==> config.mk <==
export PLATFORM = sky130hd
export DESIGN_NAME = filtered_column_min_scan
export DESIGN_NICKNAME = d
export VERILOG_FILES = /design/src/rtl/fcms_pkg.sv /design/src/rtl/filtered_column_min_scan.sv /design/src/rtl/fcms_parser.sv
export SDC_FILE = /design/constraint.sdc
export NUM_CORES = 1
export LEC_CHECK = 0
export ABC_AREA = 1
export BUFFER_PORTS_ARGS = -buffer_cell sky130_fd_sc_hd__buf_2
export CORE_ASPECT_RATIO = 0.9
export CORE_MARGIN = 8
export CORE_UTILIZATION = 35
export DETAILED_ROUTE_END_ITERATION = 10
export GPL_TIMING_DRIVEN = 0
export PLACE_DENSITY = 0.53
export SYNTH_ARGS = -nofsm -noshare
export SYNTH_HDL_FRONTEND = slang
export SYNTH_HIERARCHICAL = 1
export SYNTH_SLANG_ARGS = --single-unit
==> constraint.sdc <==
create_clock -name clock -period 7.8 [get_ports clock]
set_input_delay 1.17 -clock clock [delete_from_list [all_inputs] [get_ports clock]]
set_output_delay 1.17 -clock clock [all_outputs]
set_load 0.05 [all_outputs]
==> src/rtl/fcms_pkg.sv <==
package fcms_pkg;

   // Configuration register indexes
   localparam int unsigned CSR_INDEX_WIDTH = 2;
   localparam int unsigned CSR_DATA_WIDTH  = 31;

   localparam logic [CSR_INDEX_WIDTH-1:0] REG_KEY_LIMIT     = 2'd0;
   localparam logic [CSR_INDEX_WIDTH-1:0] REG_TARGET_COLUMN = 2'd1;
   localparam logic [CSR_INDEX_WIDTH-1:0] REG_SEPARATOR     = 2'd2;

   // Register reset values
   localparam logic [30:0] KEY_LIMIT_RESET     = 31'd2000000;
   localparam logic [4:0]  TARGET_COLUMN_RESET = 5'd5;
   localparam logic [7:0]  SEPARATOR_RESET     = 8'd124;

   localparam logic [31:0] INT32_MAX = 32'h7FFF_FFFF;
   localparam logic [4:0]  FIELD_MAX = 5'd31;

   // Byte codes
   localparam logic [7:0] CHAR_NEWLINE = 8'd10;
   localparam logic [7:0] CHAR_TAB     = 8'd9;
   localparam logic [7:0] CHAR_VTAB    = 8'd11;
   localparam logic [7:0] CHAR_FEED    = 8'd12;
   localparam logic [7:0] CHAR_CR      = 8'd13;
   localparam logic [7:0] CHAR_SPACE   = 8'd32;
   localparam logic [7:0] CHAR_PLUS    = 8'd43;
   localparam logic [7:0] CHAR_MINUS   = 8'd45;
   localparam logic [7:0] CHAR_ZERO    = 8'd48;
   localparam logic [7:0] CHAR_NINE    = 8'd57;

   typedef struct packed {
      logic [30:0] key_limit;
      logic [4:0]  target_column;
      logic [7:0]  separator;
   } cfg_type;

endpackage

==> src/rtl/filtered_column_min_scan.sv <==
// Delimited-text column minimum.
//
// Requests on req_ carry one byte of table text each (req_text_byte) with
// req_final_byte marking the last byte of a table. Byte 10 ends a row and
// csr separator splits fields. Field 1 is the key; a row passes when the key
// is below key_limit, and the minimum of column target_column over passing
// rows comes back on rsp_min_value once per table, after the final byte.
// Non-final requests produce no response.
//
// Throughput: one request per clock unless a final byte is held. Each byte
// goes through an input register, the parse logic (digit shift-add, negate,
// compare) and, for a final byte, a response register, which holds the
// response after the final byte has left the input register.
// A stalled response only holds back a final byte sitting in the input
// register; ordinary bytes keep flowing through the parser meanwhile.
// Reset (synchronous) empties both registers, restores csr defaults
// (2000000, column 5, '|') and starts a fresh table. csr writes are taken
// at once and must only occur while the block is idle.
module filtered_column_min_scan (
   input  logic                                   clock,
   input  logic                                   reset,
   input  logic                                   req_valid,
   output logic                                   req_ready,
   input  logic [7:0]                             req_text_byte,
   input  logic                                   req_final_byte,
   output logic                                   rsp_valid,
   input  logic                                   rsp_ready,
   output logic signed [31:0]                     rsp_min_value,
   input  logic                                   csr_write_enable,
   input  logic [fcms_pkg::CSR_INDEX_WIDTH-1:0]   csr_index,
   input  logic [fcms_pkg::CSR_DATA_WIDTH-1:0]    csr_write_data
);

   fcms_pkg::cfg_type cfg_ff;

   // input register
   logic        in_valid_ff;
   logic [7:0]  in_byte_ff;
   logic        in_final_ff;
   logic        in_fire;

   // response register
   logic               out_valid_ff, out_valid_in;
   logic signed [31:0] out_value_ff;

   logic               result_valid;
   logic signed [31:0] result_value;

   // csr writes; unknown index is dropped
   always_ff @(posedge clock) begin
      if (reset) begin
         cfg_ff.key_limit     <= fcms_pkg::KEY_LIMIT_RESET;
         cfg_ff.target_column <= fcms_pkg::TARGET_COLUMN_RESET;
         cfg_ff.separator     <= fcms_pkg::SEPARATOR_RESET;
      end else if (csr_write_enable) begin
         case (csr_index)
            fcms_pkg::REG_KEY_LIMIT:     cfg_ff.key_limit     <= csr_write_data;
            fcms_pkg::REG_TARGET_COLUMN: cfg_ff.target_column <= csr_write_data[4:0];
            fcms_pkg::REG_SEPARATOR:     cfg_ff.separator     <= csr_write_data[7:0];
            default: ;
         endcase
      end
   end

   // A byte leaves the input register unless it is a final byte and the
   // response register is occupied and rsp_ready is low.
   assign in_fire   = in_valid_ff && (!in_final_ff || !out_valid_ff || rsp_ready);
   assign req_ready = !in_valid_ff || in_fire;

   always_ff @(posedge clock) begin
      if (reset) begin
         in_valid_ff <= 1'b0;
      end else if (req_ready) begin
         in_valid_ff <= req_valid;
      end
   end

   always_ff @(posedge clock) begin
      if (req_valid && req_ready) begin
         in_byte_ff  <= req_text_byte;
         in_final_ff <= req_final_byte;
      end
   end

   fcms_parser u_parser (
      .clock        (clock),
      .reset        (reset),
      .cfg          (cfg_ff),
      .step         (in_fire),
      .text_byte    (in_byte_ff),
      .final_byte   (in_final_ff),
      .result_valid (result_valid),
      .result_value (result_value)
   );

   always_comb begin
      if (result_valid) begin
         out_valid_in = 1'b1;
      end else if (rsp_ready) begin
         out_valid_in = 1'b0;
      end else begin
         out_valid_in = out_valid_ff;
      end
   end

   always_ff @(posedge clock) begin
      if (reset) begin
         out_valid_ff <= 1'b0;
      end else begin
         out_valid_ff <= out_valid_in;
      end
   end

   always_ff @(posedge clock) begin
      if (result_valid) begin
         out_value_ff <= result_value;
      end
   end

   assign rsp_valid     = out_valid_ff;
   assign rsp_min_value = out_value_ff;

   a_no_overwrite: assert property (@(posedge clock) disable iff (reset)
      out_valid_ff && !rsp_ready |-> !result_valid)
      else $error("pending response overwritten");

   a_final_gives_response: assert property (@(posedge clock) disable iff (reset)
      in_fire && in_final_ff |=> out_valid_ff)
      else $error("final byte produced no response");

   a_stall_only_on_final: assert property (@(posedge clock) disable iff (reset)
      in_valid_ff && !in_fire |-> in_final_ff && out_valid_ff)
      else $error("input register stalled without cause");

endmodule

==> src/rtl/fcms_parser.sv <==
module fcms_parser (
   input  logic                  clock,
   input  logic                  reset,
   input  fcms_pkg::cfg_type     cfg,
   input  logic                  step,
   input  logic [7:0]            text_byte,
   input  logic                  final_byte,
   output logic                  result_valid,
   output logic signed [31:0]    result_value
);

   typedef enum logic [1:0] {
      PH_AWAIT,
      PH_DIGITS,
      PH_DONE
   } phase_type;

   typedef struct packed {
      logic [4:0]  field_index;
      logic [31:0] key_accum;
      logic [31:0] cell_accum;
      phase_type   phase;
      logic        negative;
      logic        row_skipped;
   } pstate_type;

   localparam pstate_type ROW_CLEAR = '{
      field_index: 5'd1,
      key_accum:   32'd0,
      cell_accum:  32'd0,
      phase:       PH_AWAIT,
      negative:    1'b0,
      row_skipped: 1'b0
   };

   pstate_type  state_ff, state_in;
   logic [31:0] running_min_ff, running_min_in;
   logic [4:0]  target;

   // Ends the number in progress; a key that ends also decides the row filter
   function automatic pstate_type finish_number(pstate_type s, logic [4:0] t,
                                                logic [30:0] lim);
      pstate_type  r;
      logic [31:0] v;
      r = s;
      v = 32'd0;
      if (s.phase != PH_DONE) begin
         r.phase = PH_DONE;
         if (s.field_index == 5'd1) begin
            v = s.negative ? (32'd0 - s.key_accum) : s.key_accum;
            r.key_accum = v;
            r.row_skipped = !($signed(v) < $signed({1'b0, lim}));
         end else if (s.field_index == t) begin
            r.cell_accum = s.negative ? (32'd0 - s.cell_accum) : s.cell_accum;
         end
      end
      return r;
   endfunction

   function automatic pstate_type parse_byte(pstate_type s, logic [7:0] b,
                                             logic [4:0] t, logic [30:0] lim);
      pstate_type  r;
      logic        use_key;
      logic        use_cell;
      logic [31:0] acc;
      logic [35:0] prod;
      logic [35:0] cap;
      logic [31:0] sat;
      r = s;
      use_key  = (s.field_index == 5'd1);
      use_cell = !use_key && (s.field_index == t);
      acc  = use_key ? s.key_accum : s.cell_accum;
      // acc * 10 + digit as two shifts and two adds
      prod = {1'b0, acc, 3'b000} + {3'b000, acc, 1'b0} + {32'd0, b[3:0]};
      cap  = s.negative ? 36'd2147483648 : 36'd2147483647;
      sat  = (prod > cap) ? cap[31:0] : prod[31:0];
      if (s.phase == PH_DONE || (!use_key && !use_cell)) begin
         r.phase = PH_DONE;
      end else if (s.phase == PH_AWAIT && (b inside {fcms_pkg::CHAR_SPACE,
               fcms_pkg::CHAR_TAB, fcms_pkg::CHAR_VTAB, fcms_pkg::CHAR_FEED,
               fcms_pkg::CHAR_CR})) begin
         r = s;   // leading blank
      end else if (s.phase == PH_AWAIT && (b == fcms_pkg::CHAR_PLUS ||
                                           b == fcms_pkg::CHAR_MINUS)) begin
         r.negative = (b == fcms_pkg::CHAR_MINUS);
         r.phase    = PH_DIGITS;
      end else if (b inside {[fcms_pkg::CHAR_ZERO:fcms_pkg::CHAR_NINE]}) begin
         if (use_key) begin
            r.key_accum = sat;
         end else begin
            r.cell_accum = sat;
         end
         r.phase = PH_DIGITS;
      end else begin
         r = finish_number(s, t, lim);
      end
      return r;
   endfunction

   assign target = (cfg.target_column == 5'd0) ? 5'd1 : cfg.target_column;

   always_comb begin : next_state
      pstate_type  s;
      logic [31:0] rmin;
      logic [31:0] cand;
      logic        has;
      logic        opened;
      s      = state_ff;
      rmin   = running_min_ff;
      cand   = 32'd0;
      has    = 1'b0;
      opened = 1'b0;

      if (text_byte == fcms_pkg::CHAR_NEWLINE || final_byte) begin
         // a final byte that is not a newline still gets its own effect first
         if (text_byte != fcms_pkg::CHAR_NEWLINE) begin
            if (text_byte == cfg.separator) begin
               s = finish_number(s, target, cfg.key_limit);
               if (s.field_index < fcms_pkg::FIELD_MAX) begin
                  s.field_index = s.field_index + 5'd1;
                  if (s.field_index == target) begin
                     s.cell_accum = 32'd0;
                     s.negative   = 1'b0;
                     s.phase      = PH_AWAIT;
                     opened       = 1'b1;
                  end
               end
            end else begin
               s = parse_byte(s, text_byte, target, cfg.key_limit);
            end
         end
         // end of row
         s = finish_number(s, target, cfg.key_limit);
         if (target == 5'd1) begin
            has  = 1'b1;
            cand = s.key_accum;
         end else if (s.field_index >= target && !opened) begin
            has  = 1'b1;
            cand = s.cell_accum;
         end
         if (has && !s.row_skipped && ($signed(cand) < $signed(rmin))) begin
            rmin = cand;
         end
         s = ROW_CLEAR;
      end else if (text_byte == cfg.separator) begin
         s = finish_number(s, target, cfg.key_limit);
         if (s.field_index < fcms_pkg::FIELD_MAX) begin
            s.field_index = s.field_index + 5'd1;
            if (s.field_index == target) begin
               s.cell_accum = 32'd0;
               s.negative   = 1'b0;
               s.phase      = PH_AWAIT;
            end
         end
      end else begin
         s = parse_byte(s, text_byte, target, cfg.key_limit);
      end

      result_value = $signed(rmin);
      if (final_byte) begin
         rmin = fcms_pkg::INT32_MAX;
      end
      state_in       = s;
      running_min_in = rmin;
   end

   assign result_valid = step && final_byte;

   always_ff @(posedge clock) begin
      if (reset) begin
         state_ff       <= ROW_CLEAR;
         running_min_ff <= fcms_pkg::INT32_MAX;
      end else if (step) begin
         state_ff       <= state_in;
         running_min_ff <= running_min_in;
      end
   end

   a_final_restarts: assert property (@(posedge clock) disable iff (reset)
      step && final_byte |=> state_ff.field_index == 5'd1 &&
                             running_min_ff == fcms_pkg::INT32_MAX)
      else $error("table state not restarted after final byte");

   a_newline_clears_row: assert property (@(posedge clock) disable iff (reset)
      step && text_byte == fcms_pkg::CHAR_NEWLINE |=>
         state_ff.field_index == 5'd1 && state_ff.phase == PH_AWAIT)
      else $error("row state not cleared at newline");

   a_field_index_nonzero: assert property (@(posedge clock) disable iff (reset)
      state_ff.field_index != 5'd0)
      else $error("field index left its range");

endmodule
Word-level counts from Yosys, hierarchy flattened
Index checks and enable logic that the tools add are counted.
{"block": "op_classes", "reduce_logical": 34, "magnitude_cmp": 8, "n_bitwise": 0, "eq_ne": 21, "n_mul": 0, "n_mux": 55, "shift": 0, "add_sub_neg": 7, "div_mod_pow": 0}
{"op": "two-way mux 32 bit", "count": 21}
{"op": "two-way mux 73 bit", "count": 4}
{"op": "two-way mux 66 bit", "count": 3}
{"op": "two-way mux 64 bit", "count": 2}
{"op": "subtractor 1 x 32 -> 32 bit (first input constant)", "count": 4}
{"op": "less-than comparator 32 bit", "count": 3}
{"op": "two-way mux 35 bit", "count": 2}
{"op": "two-way mux 68 bit", "count": 1}
{"op": "== test 8 x 4 -> 1 bit (second input constant)", "count": 5}
{"op": "adder 35 x 33 -> 36 bit", "count": 1}
{"op": "adder 36 x 4 -> 36 bit", "count": 1}
{"op": "greater-than comparator 36 bit", "count": 1}
{"op": "== test 8 x 6 -> 1 bit (second input constant)", "count": 3}
{"op": "two-way mux 1 bit", "count": 17}
{"op": "== test 5 x 1 -> 1 bit (second input constant)", "count": 3}
{"op": "== test 5 bit", "count": 3}
{"op": "logical AND 1 bit", "count": 11}
{"op": "two-way mux 5 bit", "count": 2}
{"op": "zero test 1 bit", "count": 9}
{"op": "== test 8 bit", "count": 1}
{"op": ">= comparator 8 x 6 -> 1 bit (second input constant)", "count": 1}
{"op": "less-or-equal comparator 8 x 6 -> 1 bit (second input constant)", "count": 1}
{"op": "inequality test 8 x 4 -> 1 bit (second input constant)", "count": 1}
{"op": "logical OR 1 bit", "count": 6}
{"op": "13 further kinds", "count": 19}
{"block": "totals", "ram_bits": 0, "out_inout_bits": 34, "in_bits": 47, "rom_bits": 0, "memories": 0, "elab_cells": 140, "latch_bits": 0, "ff_bits": 192}

Depth between registers and ports, before layout
{"block": "logic_depth", "depth_word": 27, "mapped_depth": 73, "mapped_depth_nobuf": 70}

Cells and area by module
The synthesis kept the hierarchy.
{"module": "fcms_parser", "area_per_inst_um2": 18965.7, "seq_area_each_um2": 2102.0, "cells_each": 3425, "instances": 1}
{"module": "filtered_column_min_scan", "area_per_inst_um2": 3195.6, "seq_area_each_um2": 2152.1, "cells_each": 315, "instances": 1}

Worst setup path after synthesis
Ideal clock, no wire load.
{"block": "synth_timing", "path_type": "reg2reg", "start": "register u_parser/state_ff[69] (netlist name)", "end": "register out_value_ff[13], in the netlist rsp_min_value[13], data pin", "setup_time_ns": 0.255, "arrival_time_ns": 8.039, "setup_slack_ns": -0.493, "path_stages_with_launch": 63, "path_buffers": 5, "path_cell_list": "dfxtp_1 -> inv_1 -> ha_1 -> inv_1 -> nor2_2 -> nand2_1 -> buf_2 -> clkbuf_1 -> nand2_1 -> o21ai_0 -> inv_1 -> fa_1 -> inv_1 -> fa_1 -> nand2_1 -> nand2_1 -> nand3b_1 -> nand2_1 -> (+27 left out) -> nand2_1 -> nand3_1 -> nand2_1 -> o21ai_1 -> nand2_1 -> inv_1 -> ha_1 -> nand4_1 -> or3_1 -> nor4_1 -> nand2_1 -> a21oi_1 -> nor2_2 -> nand2_4 -> buf_6 -> buf_6 -> nand2_1 -> and2_1"}
{"block": "synth_via", "elab_chain_cells": 26, "elab_cells_between_ends": 73}
{"element": "start: declaration", "line_no": "fcms_parser.sv:36", "source": "pstate_type state_ff, state_in;"}
{"element": "start signal: assignment", "line_no": "fcms_parser.sv:174", "source": "state_ff <= state_in;"}
{"element": "== test 5 x 1 -> 1 bit", "line_no": "fcms_parser.sv:49, fcms_parser.sv:70"}
{"element": "two-way mux 32 bit", "line_no": "fcms_parser.sv:72", "source": "acc = use_key ? s.key_accum : s.cell_accum;"}
{"element": "adder 35 x 33 -> 36 bit", "line_no": "fcms_parser.sv:74", "source": "prod = {1'b0, acc, 3'b000} + {3'b000, acc, 1'b0} + {32'd0, b[3:0]};"}
{"element": "adder 36 x 4 -> 36 bit", "line_no": "fcms_parser.sv:74"}
{"element": "greater-than comparator 36 bit", "line_no": "fcms_parser.sv:76", "source": "sat = (prod > cap) ? cap[31:0] : prod[31:0];"}
{"element": "two-way mux 32 bit", "line_no": "fcms_parser.sv:76"}
{"element": "two-way mux 32 bit", "line_no": "fcms_parser.sv:88", "source": "if (use_key) begin"}
{"element": "two-way mux 66 bit", "line_no": "fcms_parser.sv:87", "source": "end else if (b inside {[fcms_pkg::CHAR_ZERO:fcms_pkg::CHAR_NINE]}) begin"}
{"element": "(+11 left out)"}
{"element": "two-way mux 32 bit / two-way mux 1 bit (equally long branches)", "line_no": "fcms_parser.sv:137, fcms_parser.sv:47"}
{"element": "two-way mux 32 bit / two-way mux 1 bit (equally long branches)", "line_no": "fcms_parser.sv:134, fcms_parser.sv:114"}
{"element": "two-way mux 32 bit / zero test 1 bit (equally long branches)", "line_no": "fcms_parser.sv:114, fcms_parser.sv:141"}
{"element": "less-than comparator 32 bit / logical AND 1 bit (equally long branches)", "line_no": "fcms_parser.sv:141", "source": "if (has && !s.row_skipped && ($signed(cand) < $signed(rmin))) begin"}
{"element": "logical AND 1 bit", "line_no": "fcms_parser.sv:141"}
{"element": "two-way mux 32 bit (*)", "line_no": "fcms_parser.sv:141"}
{"element": "two-way mux 32 bit (*)", "line_no": "fcms_parser.sv:114", "source": "if (text_byte == fcms_pkg::CHAR_NEWLINE || final_byte) begin"}
{"element": "named net result_value[13]", "line_no": "filtered_column_min_scan.sv:47", "source": "logic signed [31:0] result_value;"}
{"element": "end signal: assignment", "line_no": "filtered_column_min_scan.sv:116", "source": "out_value_ff <= result_value;"}
{"element": "end: declaration", "line_no": "filtered_column_min_scan.sv:44", "source": "logic signed [31:0] out_value_ff;"}
Mark *: on every way through the listed nets, which the timed path passes. The rest lies on a longest branch. The select of a mux whose other input is x is not followed.
A chain may end at the register's enable or synchronous reset.

Worst setup path in the final report
{"block": "layout_timing", "start": "register u_parser/state_ff[69] (netlist name)", "end": "register u_parser/state_ff[51] (netlist name)"}
{"block": "layout_via", "elab_chain_cells": 13, "elab_cells_between_ends": 21}
{"element": "== test 5 x 1 -> 1 bit", "line_no": "fcms_parser.sv:49, fcms_parser.sv:70"}
{"element": "two-way mux 32 bit", "line_no": "fcms_parser.sv:72"}
{"element": "adder 35 x 33 -> 36 bit", "line_no": "fcms_parser.sv:74"}
{"element": "adder 36 x 4 -> 36 bit", "line_no": "fcms_parser.sv:74"}
{"element": "greater-than comparator 36 bit", "line_no": "fcms_parser.sv:76"}
{"element": "two-way mux 32 bit", "line_no": "fcms_parser.sv:76"}
{"element": "two-way mux 32 bit"}
{"element": "two-way mux 66 bit"}
{"element": "two-way mux 64 bit"}
{"element": "two-way mux 68 bit"}
{"element": "two-way mux 64 bit"}
{"element": "two-way mux 73 bit (*)", "line_no": "fcms_parser.sv:145", "source": "end else if (text_byte == cfg.separator) begin"}
{"element": "two-way mux 73 bit (*)", "line_no": "fcms_parser.sv:114"}
Every way passes the cells marked *; elsewhere a longest branch is shown, timed or not.

==> out/results.ini <==
[drt]
ant_nets=0
wl_um=103000
drt_first_pass_iters=6
vias=26895
first_iter_violations=3098
drc=0
viasPerCell=5.44
post_drt_wl_per_cell_um=20.9

[yosys]
synth_edf_count=41
yosys.cell_types.count=62
ys_seq_area_share_pct=19.2
synth_nets=3986
syn-instance-count=3740
synth_flop_cell=dfxtp_1
yosysWarningCount=6
syn_area_um2=22200
synth_seq_cells=192
syn_avg_cell_area_um2=5.93
synth-async-reset-ratio_pct=0

[cells_and_area]
syn2layout_area_growth_pct=31.7
drive_above_1_share_pct=23.4
diodes=0
final_core_util_pct=46.6
finalNetCount=4328

[clocking]
clock_path_buffers=2
htree_levels=4
cts_tree=built
clk_pin_slew_worst_paths_ns=0.08
clk_latency_ns=0.52
cts.sinks=192
cts_root_buf=clkbuf_16
numCtsBuffers=17

[pwr]
ir_drop_mv=0.146
power.leakage_nw=14.7
power_density_nw_per_um2=119
total_power_mw=3.46

[global_route]
grt_pass1_wl_um=151000
gr-total-overflow=0
track_usage_pct=27.7
grt_pass1_vias=24372
grt_max_degree=35
grt_antenna_before_repair=1

[sta]
fmax_mhz=111
fin_ws_ns=-1.19
clock_skew_ns=0.0187
rsz0062_at_grt=yes
drv_slew=0
finalSetupViolations=65
finalCriticalPeriod_ns=8.99
period_share_pct=115
max_slew_margin_pct=16.8
hold_viol_final=0
tightest_slew_ns=1.25
tns_ns=-68.20

[setup_path]
cp.required_ns=8.25
cp_max_fo=6
path_buf_inv=37
path_class=reg2reg
end_kind=flip-flop
startpoint=u_parser/state_ff[69]
critPathSlowestCell=fa_1
critPathArrivalTime_ns=9.44
cp_common_cell=buf_4
crit_family=buffers and inverters
regToRegStartpoint=u_parser/state_ff[69]
start_kind=flip-flop
slowest_delay_ns=0.53

[hold_path]
hold_path_class=reg2reg
holdCritStartpoint=cfg_ff[23]

[floorplan]
die_w_um=281
die_y_um=255
ios=81
rows=87
die_area_um2=71600
start_util_pct=35.3
core_area_um2=62700

[place]
dp_worst_setup_slack_ns=-2.57
gp_congestion=1.06
port_buffers=79
hpwl_um=79700

[flow_run]
maxCapViolations=0

[status]
outcome=finished with violations
failed_checks=negative setup slack

==> power by group <==
part / internal (mW) / switching, mW
Clock: 0.431 / 0.500
Combinational: 0.529 / 0.914
Sequential: 1.05 / 0.0304
==> final timing paths <==
path                            to  slack, ns  depth (start not counted)
max          u_parser/state_ff[51]      -1.19                         69
min reg2reg             cfg_ff[23]       0.46                          2
max reg2reg  u_parser/state_ff[51]      -1.19                         69
min                     cfg_ff[23]       0.46                          2
==> area by class of cell <==
class / instances / area (um^2)
clock inverter: 15 / 164
inverter: 478 / 1820
buffer: 165 / 932
multi-input combinational: 2905 / 18000
tap: 845 / 1060
fill: 6647 / 33500
timing repair buffer: 322 / 2520
clock buffer: 17 / 425
sequential: 192 / 4260
timing repair inverter: 1 / 3.75
==> routing by layer <==
metal  track usage, %  vias up  part of all wire (%)
li1                 -    12899                     -
met1             37.6    12505                    44
met2             41.4     1234                    42
met3             6.85      255                   9.9
met4             11.9        2                   4.7
met5                0        -                 0.011
==> sequential cells by signal (all words and copies together), names as in the netlist <==
name,flops
in_final_ff,1
in_byte_ff,8
u_parser/state_ff,73
rsp_valid,1
rsp_min_value,32
u_parser/running_min_ff,32
in_valid_ff,1
cfg_ff,44
==> cells in the mapped netlist, types with 6 or more instances <==
cell,count,share of area (%)
ha_1,197,11
nor4_1,8,0.23
a21boi_0,7,0.24
nor3_1,45,1.0
inv_1,465,7.9
nor2_2,15,0.42
o22ai_1,10,0.28
nand4_1,47,1.3
buf_2,34,0.77
o211ai_1,31,1.1
o31ai_1,6,0.20
a21oi_1,296,6.7
buf_6,14,0.71
a31oi_1,15,0.42
and2_1,6,0.17
o21ai_2,10,0.40
o21ai_0,215,4.9
or2_1,8,0.23
nand3_1,282,6.4
o21bai_1,10,0.34
nand2_2,17,0.48
xor2_1,87,3.4
inv_2,7,0.12
o21ai_1,36,0.81
or2_2,16,0.45
edfxtp_1,41,5.6
nand2_1,1200,20
clkbuf_1,95,1.6
nand3b_1,6,0.20
buf_1,18,0.30
xnor2_1,17,0.67
a211oi_1,14,0.47
nor2_1,239,4.0
dfxtp_1,151,14
==> stage by stage <==
| step | hold WS, ns | instance area, um^2 | cells |
|---|---|---|---|
| floorplan | 0.429 | 22300 | 3740 |
| global placement | 0.440 | 23700 | 4664 |
| detailed placement | 0.444 | 23700 | 4664 |
| CTS | 0.464 | 28000 | 4895 |
| global route | 0.486 | 29200 | 4940 |
| finish | 0.461 | 29200 | 4940 |
==> tightest hold or removal path, stage by stage (launching register included) <==
cell and delay [ns]:
dfxtp_1 0.33, nand2_1 0.05, nand3_1 0.05
==> cell usage in the layout, fill, tap and decap left out, types with 21 or more instances in the layout <==
cell type	netlist	final
nand2_1	1200	1022
inv_1	465	440
a21oi_1	296	275
nand3_1	282	225
buf_4	5	222
nor2_1	239	216
ha_1	197	170
dfxtp_1	151	149
o21ai_0	215	134
nand2_2	17	123
buf_2	34	106
clkbuf_1	95	90
xor2_1	87	80
nand2_4	3	67
nand3_2	5	52
nand4_1	47	47
o21ai_1	36	47
o21ai_2	10	43
edfxtp_1	41	41
nor3_1	45	40
o21ai_4	1	38
o211ai_1	31	31
inv_2	7	30
buf_6	14	23
ha_4	0	21
==> kinds of logic after synthesis <==
family / share of synthesized area (%)
xor gates and xnor gates: 4.26
DFF: 19.2
AOI/OAI and AO/OA: 17.2
buffers and inverters: 11.7
and+or+nand+nor: 36.3
adders and majority gates: 11.3
==> timing repair <==
action | 4_1_cts | 5_1_grt
buffers inserted | 195 | 43
pin swaps | 124 | 87
cloned | 8 | 2
hold buffers | 0 | 0
endpoints found under the setup margin | 64 | 65
gates resized for setup | 552 | 184
Note: power is estimated with default switching activity, not from simulation.
